### src/rtl/core/string_literal_unescape_assert.svh
// Assertion macros for the literal unescape block.
// Included by the modules that carry concurrent checks; no other dependencies.
`ifndef STRING_LITERAL_UNESCAPE_ASSERT_SVH
`define STRING_LITERAL_UNESCAPE_ASSERT_SVH

// Same-cycle implication, disabled during reset.
`define SLE_ASSERT_IMP(lbl, clk, rst_n, ante, cons) \
  lbl: assert property (@(posedge clk) disable iff (!rst_n) (ante) |-> (cons)) \
    else $error("sle assertion failed");

// Next-cycle implication, disabled during reset.
`define SLE_ASSERT_NXT(lbl, clk, rst_n, ante, cons) \
  lbl: assert property (@(posedge clk) disable iff (!rst_n) (ante) |=> (cons)) \
    else $error("sle assertion failed");

`endif

### src/rtl/core/sle_pkg.sv
// Shared types, constants and character helpers for the literal unescape block.
// No dependencies.
`default_nettype none

package sle_pkg;

  localparam int unsigned FIFO_DEPTH = 4;
  localparam int unsigned PTR_W      = $clog2(FIFO_DEPTH);
  localparam int unsigned CNT_W      = $clog2(FIFO_DEPTH + 1);

  localparam logic [7:0] CH_BSLASH = 8'h5C;
  localparam logic [7:0] CH_CARET  = 8'h5E;
  localparam logic [7:0] CH_X      = 8'h78;
  localparam logic [7:0] CARET_MSK = 8'h3F;

  typedef enum logic [2:0] {
    MODE_NORMAL = 3'd0,
    MODE_ESC    = 3'd1,
    MODE_CARET  = 3'd2,
    MODE_HEX0   = 3'd3,
    MODE_HEX1   = 3'd4,
    MODE_OCT1   = 3'd5,
    MODE_OCT2   = 3'd6
  } mode_t;

  typedef struct packed {
    logic [7:0] out_byte;
    logic       has_byte;
    logic       literal_end;
    logic       run_last;
  } sle_result_t;

  typedef struct packed {
    logic [1:0]  cnt;
    sle_result_t res0;
    sle_result_t res1;
  } sle_push_t;

  function automatic logic is_oct(input logic [7:0] c);
    is_oct = (c >= 8'h30) && (c <= 8'h37);
  endfunction

  function automatic logic is_dec(input logic [7:0] c);
    is_dec = (c >= 8'h30) && (c <= 8'h39);
  endfunction

  function automatic logic is_hex(input logic [7:0] c);
    is_hex = is_dec(c) || ((c >= 8'h61) && (c <= 8'h66)) || ((c >= 8'h41) && (c <= 8'h46));
  endfunction

  function automatic logic [3:0] hex_nib(input logic [7:0] c);
    hex_nib = is_dec(c) ? c[3:0] : c[3:0] + 4'd9;
  endfunction

  // single-character escapes; anything not listed passes unchanged
  function automatic logic [7:0] esc_lookup(input logic [7:0] c);
    case (c)
      8'h6E:   esc_lookup = 8'd10;
      8'h74:   esc_lookup = 8'd9;
      8'h62:   esc_lookup = 8'd8;
      8'h72:   esc_lookup = 8'd13;
      8'h66:   esc_lookup = 8'd12;
      8'h65:   esc_lookup = 8'd27;
      8'h20:   esc_lookup = 8'd128;
      8'h23:   esc_lookup = 8'd143;
      8'h2B:   esc_lookup = 8'd129;
      8'h2D:   esc_lookup = 8'd130;
      8'h28:   esc_lookup = 8'd131;
      8'h29:   esc_lookup = 8'd132;
      8'h68:   esc_lookup = 8'd133;
      8'h64:   esc_lookup = 8'd139;
      8'h69:   esc_lookup = 8'd140;
      8'h3E:   esc_lookup = 8'd136;
      8'h3C:   esc_lookup = 8'd135;
      8'h76:   esc_lookup = 8'd138;
      8'h52:   esc_lookup = 8'd134;
      default: esc_lookup = c;
    endcase
  endfunction

endpackage

`default_nettype wire

### src/rtl/core/sle_in_if.sv
// Input channel of the literal unescape block: one raw character per beat.
// No dependencies.
`default_nettype none

interface sle_in_if;
  logic       valid;
  logic       ready;
  logic [7:0] ch;
  logic [7:0] delimiter;

  modport source (output valid, output ch, output delimiter, input ready);
  modport sink   (input valid, input ch, input delimiter, output ready);
endinterface

`default_nettype wire

### src/rtl/core/sle_out_if.sv
// Result channel of the literal unescape block: one decoded result per beat.
// No dependencies.
`default_nettype none

interface sle_out_if;
  logic       valid;
  logic       ready;
  logic [7:0] out_byte;
  logic       has_byte;
  logic       literal_end;
  logic       run_last;

  modport source (output valid, output out_byte, output has_byte, output literal_end,
                  output run_last, input ready);
  modport sink   (input valid, input out_byte, input has_byte, input literal_end,
                  input run_last, output ready);
endinterface

`default_nettype wire

### src/rtl/core/sle_decode.sv
// Input register, escape mode state and single-pass decode of one character.
// Depends on sle_pkg, sle_in_if and string_literal_unescape_assert.svh.
`default_nettype none
`include "string_literal_unescape_assert.svh"

module sle_decode (
  input  wire logic              clk,
  input  wire logic              rst_n,
  sle_in_if.sink                 in_chan,
  input  wire logic              room,
  output sle_pkg::sle_push_t     push
);

  logic                 stg_v_r;
  logic [7:0]           ch_r;
  logic [7:0]           delim_r;
  sle_pkg::mode_t       mode_r, mode_nxt;
  logic [7:0]           acc_r, acc_nxt;
  logic                 fire;
  logic                 do_fresh;
  logic [1:0]           n;
  sle_pkg::sle_result_t r0, r1, fr;
  logic                 fr_emit;

  assign fire          = stg_v_r && room;
  assign in_chan.ready = !stg_v_r || fire;

  always_ff @(posedge clk) begin
    if (!rst_n) begin
      stg_v_r <= 1'b0;
    end else if (in_chan.ready) begin
      stg_v_r <= in_chan.valid;
    end
  end

  always_ff @(posedge clk) begin
    if (in_chan.valid && in_chan.ready) begin
      ch_r    <= in_chan.ch;
      delim_r <= in_chan.delimiter;
    end
  end

  always_ff @(posedge clk) begin
    if (!rst_n) begin
      mode_r <= sle_pkg::MODE_NORMAL;
      acc_r  <= '0;
    end else if (fire) begin
      mode_r <= mode_nxt;
      acc_r  <= acc_nxt;
    end
  end

  always_comb begin
    mode_nxt = mode_r;
    acc_nxt  = acc_r;
    do_fresh = 1'b0;
    n        = 2'd0;
    r0       = '0;
    r1       = '0;
    fr       = '0;
    fr_emit  = 1'b0;

    unique case (mode_r)
      sle_pkg::MODE_ESC: begin
        mode_nxt = sle_pkg::MODE_NORMAL;
        if (ch_r == sle_pkg::CH_CARET) begin
          mode_nxt = sle_pkg::MODE_CARET;
        end else if (ch_r == sle_pkg::CH_X) begin
          acc_nxt  = '0;
          mode_nxt = sle_pkg::MODE_HEX0;
        end else if (sle_pkg::is_oct(ch_r)) begin
          acc_nxt  = {5'd0, ch_r[2:0]};
          mode_nxt = sle_pkg::MODE_OCT1;
        end else begin
          r0 = '{out_byte: sle_pkg::esc_lookup(ch_r), has_byte: 1'b1,
                 literal_end: 1'b0, run_last: 1'b0};
          n  = 2'd1;
        end
      end
      sle_pkg::MODE_CARET: begin
        mode_nxt = sle_pkg::MODE_NORMAL;
        r0 = '{out_byte: ch_r & sle_pkg::CARET_MSK, has_byte: 1'b1,
               literal_end: 1'b0, run_last: 1'b0};
        n  = 2'd1;
      end
      sle_pkg::MODE_HEX0, sle_pkg::MODE_HEX1: begin
        if (sle_pkg::is_hex(ch_r)) begin
          acc_nxt = {acc_r[3:0], sle_pkg::hex_nib(ch_r)};
          if (mode_r == sle_pkg::MODE_HEX0) begin
            mode_nxt = sle_pkg::MODE_HEX1;
          end else begin
            mode_nxt = sle_pkg::MODE_NORMAL;
            r0 = '{out_byte: acc_nxt, has_byte: 1'b1, literal_end: 1'b0, run_last: 1'b0};
            n  = 2'd1;
          end
        end else begin
          r0 = '{out_byte: acc_r, has_byte: 1'b1, literal_end: 1'b0, run_last: 1'b0};
          n  = 2'd1;
          do_fresh = 1'b1;
        end
      end
      sle_pkg::MODE_OCT1, sle_pkg::MODE_OCT2: begin
        if (sle_pkg::is_oct(ch_r)) begin
          acc_nxt = {acc_r[4:0], ch_r[2:0]};
          if (mode_r == sle_pkg::MODE_OCT1) begin
            mode_nxt = sle_pkg::MODE_OCT2;
          end else begin
            mode_nxt = sle_pkg::MODE_NORMAL;
            r0 = '{out_byte: acc_nxt, has_byte: 1'b1, literal_end: 1'b0, run_last: 1'b0};
            n  = 2'd1;
          end
        end else begin
          r0 = '{out_byte: acc_r, has_byte: 1'b1, literal_end: 1'b0, run_last: 1'b0};
          n  = 2'd1;
          do_fresh = 1'b1;
        end
      end
      default: begin
        do_fresh = 1'b1;
      end
    endcase

    // plain character handling, also after a flushed numeric run
    if (do_fresh) begin
      mode_nxt = sle_pkg::MODE_NORMAL;
      if (ch_r == delim_r) begin
        fr      = '{out_byte: 8'd0, has_byte: 1'b0, literal_end: 1'b1, run_last: 1'b0};
        fr_emit = 1'b1;
      end else if (ch_r == sle_pkg::CH_BSLASH) begin
        mode_nxt = sle_pkg::MODE_ESC;
      end else begin
        fr      = '{out_byte: ch_r, has_byte: 1'b1, literal_end: 1'b0, run_last: 1'b0};
        fr_emit = 1'b1;
      end
      if (fr_emit) begin
        if (n == 2'd0) begin
          r0 = fr;
        end else begin
          r1 = fr;
        end
        n = n + 2'd1;
      end
    end

    if (n == 2'd1) begin
      r0.run_last = 1'b1;
    end
    if (n == 2'd2) begin
      r1.run_last = 1'b1;
    end
  end

  assign push.cnt  = fire ? n : 2'd0;
  assign push.res0 = r0;
  assign push.res1 = r1;

  `SLE_ASSERT_NXT(a_stage_hold, clk, rst_n, stg_v_r && !fire, stg_v_r && $stable(ch_r) && $stable(delim_r))
  `SLE_ASSERT_IMP(a_last_one, clk, rst_n, push.cnt == 2'd1, push.res0.run_last)
  `SLE_ASSERT_IMP(a_last_two, clk, rst_n, push.cnt == 2'd2, !push.res0.run_last && push.res1.run_last)

endmodule

`default_nettype wire

### src/rtl/core/sle_result_fifo.sv
// Result queue: takes up to two results per cycle, delivers one per beat.
// Depends on sle_pkg, sle_out_if and string_literal_unescape_assert.svh.
`default_nettype none
`include "string_literal_unescape_assert.svh"

module sle_result_fifo (
  input  wire logic              clk,
  input  wire logic              rst_n,
  input  wire sle_pkg::sle_push_t push,
  output logic                   room,
  sle_out_if.source              out_chan
);

  localparam int unsigned PW = sle_pkg::PTR_W;
  localparam int unsigned CW = sle_pkg::CNT_W;

  sle_pkg::sle_result_t mem_r [sle_pkg::FIFO_DEPTH];
  logic [PW-1:0]        wr_ptr_r, wr_ptr_nxt;
  logic [PW-1:0]        rd_ptr_r, rd_ptr_nxt;
  logic [CW-1:0]        cnt_r, cnt_nxt;
  logic                 rd;
  sle_pkg::sle_result_t head;

  assign rd   = out_chan.valid && out_chan.ready;
  assign room = cnt_r <= CW'(sle_pkg::FIFO_DEPTH - 2);

  always_comb begin
    wr_ptr_nxt = wr_ptr_r + PW'(push.cnt);
    rd_ptr_nxt = rd_ptr_r + PW'(rd);
    cnt_nxt    = cnt_r + CW'(push.cnt) - CW'(rd);
  end

  always_ff @(posedge clk) begin
    if (!rst_n) begin
      wr_ptr_r <= '0;
      rd_ptr_r <= '0;
      cnt_r    <= '0;
    end else begin
      wr_ptr_r <= wr_ptr_nxt;
      rd_ptr_r <= rd_ptr_nxt;
      cnt_r    <= cnt_nxt;
    end
  end

  always_ff @(posedge clk) begin
    if (push.cnt != 2'd0) begin
      mem_r[wr_ptr_r] <= push.res0;
    end
    if (push.cnt == 2'd2) begin
      mem_r[PW'(wr_ptr_r + PW'(1))] <= push.res1;
    end
  end

  assign head                 = mem_r[rd_ptr_r];
  assign out_chan.valid       = cnt_r != '0;
  assign out_chan.out_byte    = head.out_byte;
  assign out_chan.has_byte    = head.has_byte;
  assign out_chan.literal_end = head.literal_end;
  assign out_chan.run_last    = head.run_last;

  `SLE_ASSERT_IMP(a_push_room, clk, rst_n, push.cnt != 2'd0, room && push.cnt != 2'd3)
  `SLE_ASSERT_IMP(a_cnt_bound, clk, rst_n, 1'b1, cnt_r <= CW'(sle_pkg::FIFO_DEPTH))

endmodule

`default_nettype wire

### src/rtl/core/string_literal_unescape.sv
// Top level of the quoted-literal unescape decoder.
// Depends on sle_pkg, sle_in_if, sle_out_if, sle_decode and sle_result_fifo.
//
// Takes one raw character of a literal body per beat and returns decoded
// results: plain characters, single-character escapes, caret, hex and octal
// escapes, and an end marker when the closing delimiter is seen. A character
// is accepted every cycle as long as the four-entry result queue has room
// for two results; a character can yield two results (a numeric run ended
// by a plain character or the delimiter), and the sustained rate of one
// character per cycle is bounded by one result per cycle at the output. An
// input beat reaches the result port through the input register, then the
// queue write.
`default_nettype none

module string_literal_unescape (
  input  wire logic clk,
  input  wire logic rst_n,
  sle_in_if.sink    in_chan,
  sle_out_if.source out_chan
);

  sle_pkg::sle_push_t push;
  logic               room;

  sle_decode u_decode (
    .clk     (clk),
    .rst_n   (rst_n),
    .in_chan (in_chan),
    .room    (room),
    .push    (push)
  );

  sle_result_fifo u_fifo (
    .clk      (clk),
    .rst_n    (rst_n),
    .push     (push),
    .room     (room),
    .out_chan (out_chan)
  );

endmodule

`default_nettype wire
### src/flat_wrapper.sv
// flat-port wrapper written by rule: the top's interface ports become plain ports
module string_literal_unescape_flat 
  (clk, rst_n, in_chan_valid, in_chan_ch, in_chan_delimiter, in_chan_ready, out_chan_valid, out_chan_out_byte, out_chan_has_byte, out_chan_literal_end, out_chan_run_last, out_chan_ready);
  sle_in_if in_chan_i ();
  sle_out_if out_chan_i ();
  input  wire logic clk;
  input  wire logic rst_n;
  input wire logic [$bits(in_chan_i.valid)-1:0] in_chan_valid;
  input wire logic [$bits(in_chan_i.ch)-1:0] in_chan_ch;
  input wire logic [$bits(in_chan_i.delimiter)-1:0] in_chan_delimiter;
  output wire logic [$bits(in_chan_i.ready)-1:0] in_chan_ready;
  output wire logic [$bits(out_chan_i.valid)-1:0] out_chan_valid;
  output wire logic [$bits(out_chan_i.out_byte)-1:0] out_chan_out_byte;
  output wire logic [$bits(out_chan_i.has_byte)-1:0] out_chan_has_byte;
  output wire logic [$bits(out_chan_i.literal_end)-1:0] out_chan_literal_end;
  output wire logic [$bits(out_chan_i.run_last)-1:0] out_chan_run_last;
  input wire logic [$bits(out_chan_i.ready)-1:0] out_chan_ready;
  assign in_chan_i.valid = in_chan_valid;
  assign in_chan_i.ch = in_chan_ch;
  assign in_chan_i.delimiter = in_chan_delimiter;
  assign in_chan_ready = in_chan_i.ready;
  assign out_chan_valid = out_chan_i.valid;
  assign out_chan_out_byte = out_chan_i.out_byte;
  assign out_chan_has_byte = out_chan_i.has_byte;
  assign out_chan_literal_end = out_chan_i.literal_end;
  assign out_chan_run_last = out_chan_i.run_last;
  assign out_chan_i.ready = out_chan_ready;
  string_literal_unescape u_core (.clk(clk), .rst_n(rst_n), .in_chan(in_chan_i), .out_chan(out_chan_i));
endmodule
### config.mk
export PLATFORM = sky130hd
export DESIGN_NAME = string_literal_unescape_flat
export DESIGN_NICKNAME = d
export VERILOG_FILES = /design/src/rtl/core/sle_pkg.sv /design/src/rtl/core/sle_in_if.sv /design/src/rtl/core/sle_out_if.sv /design/src/rtl/core/sle_decode.sv /design/src/rtl/core/sle_result_fifo.sv /design/src/rtl/core/string_literal_unescape.sv /design/src/flat_wrapper.sv
export VERILOG_INCLUDE_DIRS = /design/src /design/src/rtl/core
export SDC_FILE = /design/constraint.sdc
export NUM_CORES = 1
export LEC_CHECK = 0
export BUFFER_PORTS_ARGS = -buffer_cell sky130_fd_sc_hd__buf_4
export CAP_MARGIN = 20
export CORE_MARGIN = 2
export CORE_UTILIZATION = 47
export DETAILED_ROUTE_END_ITERATION = 10
export PLACE_DENSITY = 0.68
export SLEW_MARGIN = 20
export SYNTH_ARGS = -nofsm -noshare
export SYNTH_HDL_FRONTEND = slang
export SYNTH_HIERARCHICAL = 1
export SYNTH_SLANG_ARGS = --single-unit
### constraint.sdc
create_clock -name clk -period 5.15 [get_ports clk]
set_clock_uncertainty 0.05 [all_clocks]
set_input_delay 0.2575 -clock clk [delete_from_list [all_inputs] [get_ports clk]]
set_output_delay 0.2575 -clock clk [all_outputs]
set_load 0.01 [all_outputs]
# After elaboration in Yosys (flattened, before gate mapping)
# Memory sizes are Yosys's and may differ from the RTL's. A register that Yosys moved wholly into a read port is not among the register bits.
# Cells that the tools add are included.
totals:
  n_memories: 1
  latchBits: 0
  in_bits: 20
  ram_bits: 44
  out_inout_bits: 13
  mem_bits_ro: 0
  regBits: 35
classes:
  n_addsub: 7
  bitwise_logic: 0
  mul: 0
  eq_ne: 38
  muxes: 59
  n_reduce_logical: 21
  magnitude_cmp: 8
  shifts: 0
  div: 0
memory_table:
  columns: ["memory", "words", "width", "read_ports", "rd_ports_with_merged_regs", "wr", "line_no", "source"]
  rows:
  - ["u_core.u_fifo.mem_r", 4, 11, 1, 1, 2, "sle_result_fifo.sv:17", "sle_pkg::sle_result_t mem_r [sle_pkg::FIFO_DEPTH];"]
ops:
  columns: ["operator", "n"]
  rows:
  - ["two-way mux 11 bit", 15]
  - ["one-hot mux 8 bit (19 select lines)", 1]
  - ["== test 8 x 7 -> 1 bit, second input constant", 14]
  - ["== test 8 x 6 -> 1 bit, second input constant", 8]
  - ["one-hot mux 11 bit (4 select lines)", 1]
  - ["two-way mux 8 bit", 5]
  - ["two-way mux 3 bit", 8]
  - ["one-hot mux 8 bit (3 select lines)", 1]
  - ["two-way mux 1 bit", 18]
  - [">= comparator 8 x 7 -> 1 bit, second input constant", 2]
  - ["less-or-equal comparator 8 x 6 -> 1 bit, second input constant", 2]
  - ["less-or-equal comparator 8 x 7 -> 1 bit, second input constant", 2]
  - ["two-way mux 2 bit", 6]
  - ["one-hot mux 3 bit (4 select lines)", 1]
  - ["== test 3 bit, second input constant", 3]
  - ["inequality test 3 bit, second input constant", 3]
  - ["== test 8 bit", 1]
  - [">= comparator 8 x 6 -> 1 bit, second input constant", 1]
  - ["one-hot mux 2 bit (4 select lines)", 1]
  - ["logical AND 1 bit", 7]
  - ["== test 3 x 2 -> 1 bit, second input constant", 2]
  - ["inequality test 2 bit, second input constant", 3]
  - ["AND reduction 6 bit", 1]
  - ["nonzero test 3 bit", 2]
  - ["other kinds (19)", 25]

# Longest topological paths before layout
logic_depth:
  ltp_word: 13
  ltp_mapped: 18
  mapped_depth_nobuf: 15

# By module
# Netlist, hierarchy kept.
by_module_without_submodules:
  columns: ["mod", "n_inst", "cells_each", "area_per_inst_um2", "seq_area_each_um2"]
  rows:
  - ["sle_result_fifo", 1, 152, 2677.6, 1461.4]
  - ["sle_decode", 1, 327, 2597.5, 720.7]

# Worst setup path after synthesis
# OpenSTA, ideal clock, no wires.
synth_timing:
  kind: "register to register"
  startpoint: "reg u_core.u_decode.ch_r[0]"
  endpoint: "mem u_core/u_fifo/mem_r[0][0] (netlist name), enable pin"
  t_arrival_ns: 4.185
  required_time_ns: 4.703
  setup_slack_ns: 0.518
  path_buffers: 2
  period_less_slack_ns: 4.632
  path_stages_with_launch: 15
  cell_sequence: "edfxtp_1 > clkbuf_1 > inv_1 > ha_1 > buf_2 > nand2_1 > nor4_1 > nor2_1 > a22oi_1 > o221ai_2 > ha_1 > nand2_1 > a21oi_1 > nor2_1 > o31ai_1"
synth_rtl:
  columns: ["element", "line_no", "source"]
  rows:
  - ["from (decl)", "sle_decode.sv:15", "logic [7:0] ch_r;"]
  - ["from (signal assigned)", "sle_decode.sv:38", "ch_r <= in_chan.ch;"]
  - ["to (decl)", "sle_result_fifo.sv:17", null]

==> impl_metrics.yaml <==
worst_setup_path:
  startpoint_type: "flop"
  critPathCaptureType: "flop"
  crit_required_ps: 5360
  path_cells: "inv_1 -> ha_1 -> or4b_1 -> nand2_1 -> a22oi_4 -> or3_1 -> o221ai_2 -> ha_1 -> nand2_1 -> a21oi_1 -> ha_1 -> inv_1 -> fa_1 -> xnor3_1 -> and2_1"
  crit_fanout: 12
  path_common_cell: "ha_1"
  critPathSlowestCell: "a21oi_1"
  reg2regPathDepth: 15
  cp.arrival_ps: 4940
  r2r_setup_slack_ps: 420
  r2r_end: "u_core/u_fifo/cnt_r[2]$_SDFF_PN0_"
  path_class: "flop to flop"
  critical_path.max_stage_delay_ps: 650
  r2r_start: "u_core/u_decode/ch_r[1]$_DFFE_PP_"
floorplanning:
  design.core.area_um2: 10900
  fp.dieH_um: 110
  ioPinCount: 33
  start_util: 0.484
  dieArea_um2: 12100
  die_x_um: 110
  row_count: 38
global_route:
  track_usage: 0.231
  antenna_found_initial: 0
  grt_pass1_vias: 3892
  grt_max_degree: 25
  grt-ovfl-total: 0
  grt_pass1_wl_um: 20900
clock_network:
  clk_pin_slew_worst_paths_ps: 90
  cts_num_sinks: 79
  numCtsBuffers: 9
  clk_path_buf_depth: 2
  cts_root_buffer: "clkbuf_8"
  cts_resized: 0
  htreeDepth: 3
  cts_tree: "yes"
  clk_latency_ps: 360
power:
  p_per_area_nw_per_um2: 335
  max-vdd-ir-drop_uv: 178
  p_total_mw: 2.00
  p_switching_mw: 0.585
  p_clk_frac: 0.297
  p_leak_nw: 2.24
  sw_frac_of_total: 0.293
  pwr-share-comb: 0.282
  internal-power_mw: 1.41
  seqPwrFrac: 0.421
sta:
  finalHoldViolCount: 0
  slew_violations: 0
  setup_tns_ps: 0
  setup_viol: 0
  min_period_ps: 4730
  rsz0062_at_grt: "no"
  worst_slew_margin_rel: 0.419
  tightest_slew_ps: 871
  timing.fmax_mhz: 212
  finalCritPeriodShare: 0.918
logic_synthesis:
  synth_top_cells_by_count: "edfxtp_1 (60), nand2_1 (38), mux2_2 (26)"
  synth_fp_nets: 509
  ys.flop_type: "edfxtp_1"
  ys_seq_area_frac: 0.414
  synth_cells: 479
  synth-edff-count: 60
  synth_area_leader_cell: "edfxtp_1"
  synth_top_area_frac: 0.342
  syn-cell-area_um2: 5280
  synth_most_common_cell: "edfxtp_1"
  async_flop_share: 0
  synth_cell_types: 76
  postSynthAreaPerCell_um2: 11.0
  synth.area.top_cells: "edfxtp_1 (34%), dfxtp_1 (7.2%), mux2_2 (5.6%)"
  synth-seq-cells: 79
  yosys_warnings: 6
layout:
  drive_gt1_frac: 0.265
  synthToLayoutAreaGrowth_pct: 13.0
  nNetsFinal: 545
  num_antenna_cells: 0
detailed_routing:
  drtIter0Drc: 272
  first_pass_iters: 5
  wire_per_inst_um: 20.0
  dr_total_vias: 4030
  drc: 0
  wl_um: 13200
  viasPerCell: 6.11
  antenna_left: 0
min_path:
  hp-class: "input pin to flop"
  whs_path_depth: 1
  holdCritStartpoint: "in_chan_ch[7]"
  hold_end: "u_core/u_decode/ch_r[7]$_DFFE_PP_"
flow_run:
  drv_cap: 0
placed_design:
  hpwl_um: 9470
  port_buffers: 32
  gp_congestion: 0.981
outcome:
  outcome: "completed"
area by class of cell:
type,count,area [um2]
fillers,941,4930
multi-input cells,356,2880
flip-flops and latches,79,2180
repair buffers,55,420
well taps,140,175
clock buffers,10,138
clock inverters,6,115
inverters,14,52.6
timing repair:
action,in CTS,in global routing
hold buffers,0,3
buffers inserted,0,0
hold endpoints to repair,0,3
how the worst max path moves through the flow:
stage | from | endpoint | slack [ps] | depth (start not counted)
after floorplan | u_core/u_decode/ch_r[0]$_DFFE_PP_ | u_core/u_fifo/mem_r[0][0]$_DFFE_PP_ | 520 | 14
after detailed placement | u_core/u_decode/ch_r[1]$_DFFE_PP_ | u_core/u_fifo/cnt_r[2]$_SDFF_PN0_ | 480 | 15
after global placement | u_core/u_decode/ch_r[1]$_DFFE_PP_ | u_core/u_fifo/cnt_r[2]$_SDFF_PN0_ | 590 | 15
after global routing | u_core/u_decode/ch_r[1]$_DFFE_PP_ | u_core/u_fifo/cnt_r[2]$_SDFF_PN0_ | 60 | 15
final | u_core/u_decode/ch_r[1]$_DFFE_PP_ | u_core/u_fifo/cnt_r[2]$_SDFF_PN0_ | 420 | 15
after CTS | u_core/u_decode/ch_r[1]$_DFFE_PP_ | u_core/u_fifo/cnt_r[2]$_SDFF_PN0_ | 450 | 15
through the flow:
step,setup slack (ps),hold WS [ps],cell area [um2],utilization,instances
after floorplan,518,306,5280,-,479
after global placement,586,385,5680,0.522,641
after detailed placement,477,387,5680,0.522,641
after CTS,454,1.45,5930,0.545,657
after global routing,63.3,0.871,5960,0.548,660
final,422,22.6,5960,0.548,660
cell families after synthesis:
kind of cell	synth area share
buffers and inverters	0.0406
AOI/OAI and AO/OA	0.142
xor gates and xnor gates	0.0251
and+or+nand+nor	0.180
adders and majority gates	0.0251
muxes	0.174
DFF	0.414
power by group through the flow:
stage | Clock [mW] | Combinational (mW) | Sequential [mW]
floorplan | 0 | 0.433 | 0.804
global placement | 0 | 0.552 | 0.855
detailed placement | 0 | 0.561 | 0.858
CTS | 0.606 | 0.565 | 0.843
global route | 0.627 | 0.618 | 0.854
finish | 0.592 | 0.563 | 0.841
sequential cells by signal, indices dropped and copies added (netlist names):
name                     count
u_core/u_decode/stg_v_r      1
u_core/u_decode/ch_r         8
u_core/u_decode/mode_r       3
u_core/u_fifo/rd_ptr_r       2
u_core/u_decode/delim_r      8
u_core/u_fifo/mem_r         44
u_core/u_fifo/cnt_r          3
u_core/u_decode/acc_r        8
u_core/u_fifo/wr_ptr_r       2
per-layer routing:
metal | GRT usage | wire [um] | up-vias
li1 | - | - | 1896
met5 | 0 | 0 | -
met4 | 0.110 | 423 | 0
met2 | 0.356 | 6090 | 157
met3 | 0.0421 | 808 | 28
met1 | 0.313 | 5850 | 1949
worst max-delay path, delay by kind of cell, from the launching register on:
kind            cells  cell delay, ps
flops               1             400
fa+ha+maj           4            1330
compound gates      3            1130
buf+inv             2             270
simple gates        5            1270
xor+xnor            1             180
layout by cell type, fill, tap and decap left out, drive strengths merged, types with 3 or more instances in the layout:
cell type / n
edfxtp: 60
buf: 52
mux2: 45
nand2: 38
nor2: 25
a21oi: 19
dfxtp: 19
inv: 16
o21ai: 15
nand3: 14
nand2b: 14
and2: 14
nor2b: 12
mux4: 11
clkbuf: 10
xnor2: 10
and3: 10
mux2i: 9
ha: 9
a22oi: 7
a31oi: 6
nor3: 6
o211ai: 5
o22ai: 5
o31ai: 5
a21boi: 5
nand4: 4
a221o: 4
or2b: 4
or3: 4
bufinv: 3
dlygate4sd3: 3
nor4: 3
a311oi: 3
o21a: 3
o311ai: 3
or3b: 3
and4bb: 3
Note: power is estimated with default switching activity, not from simulation.
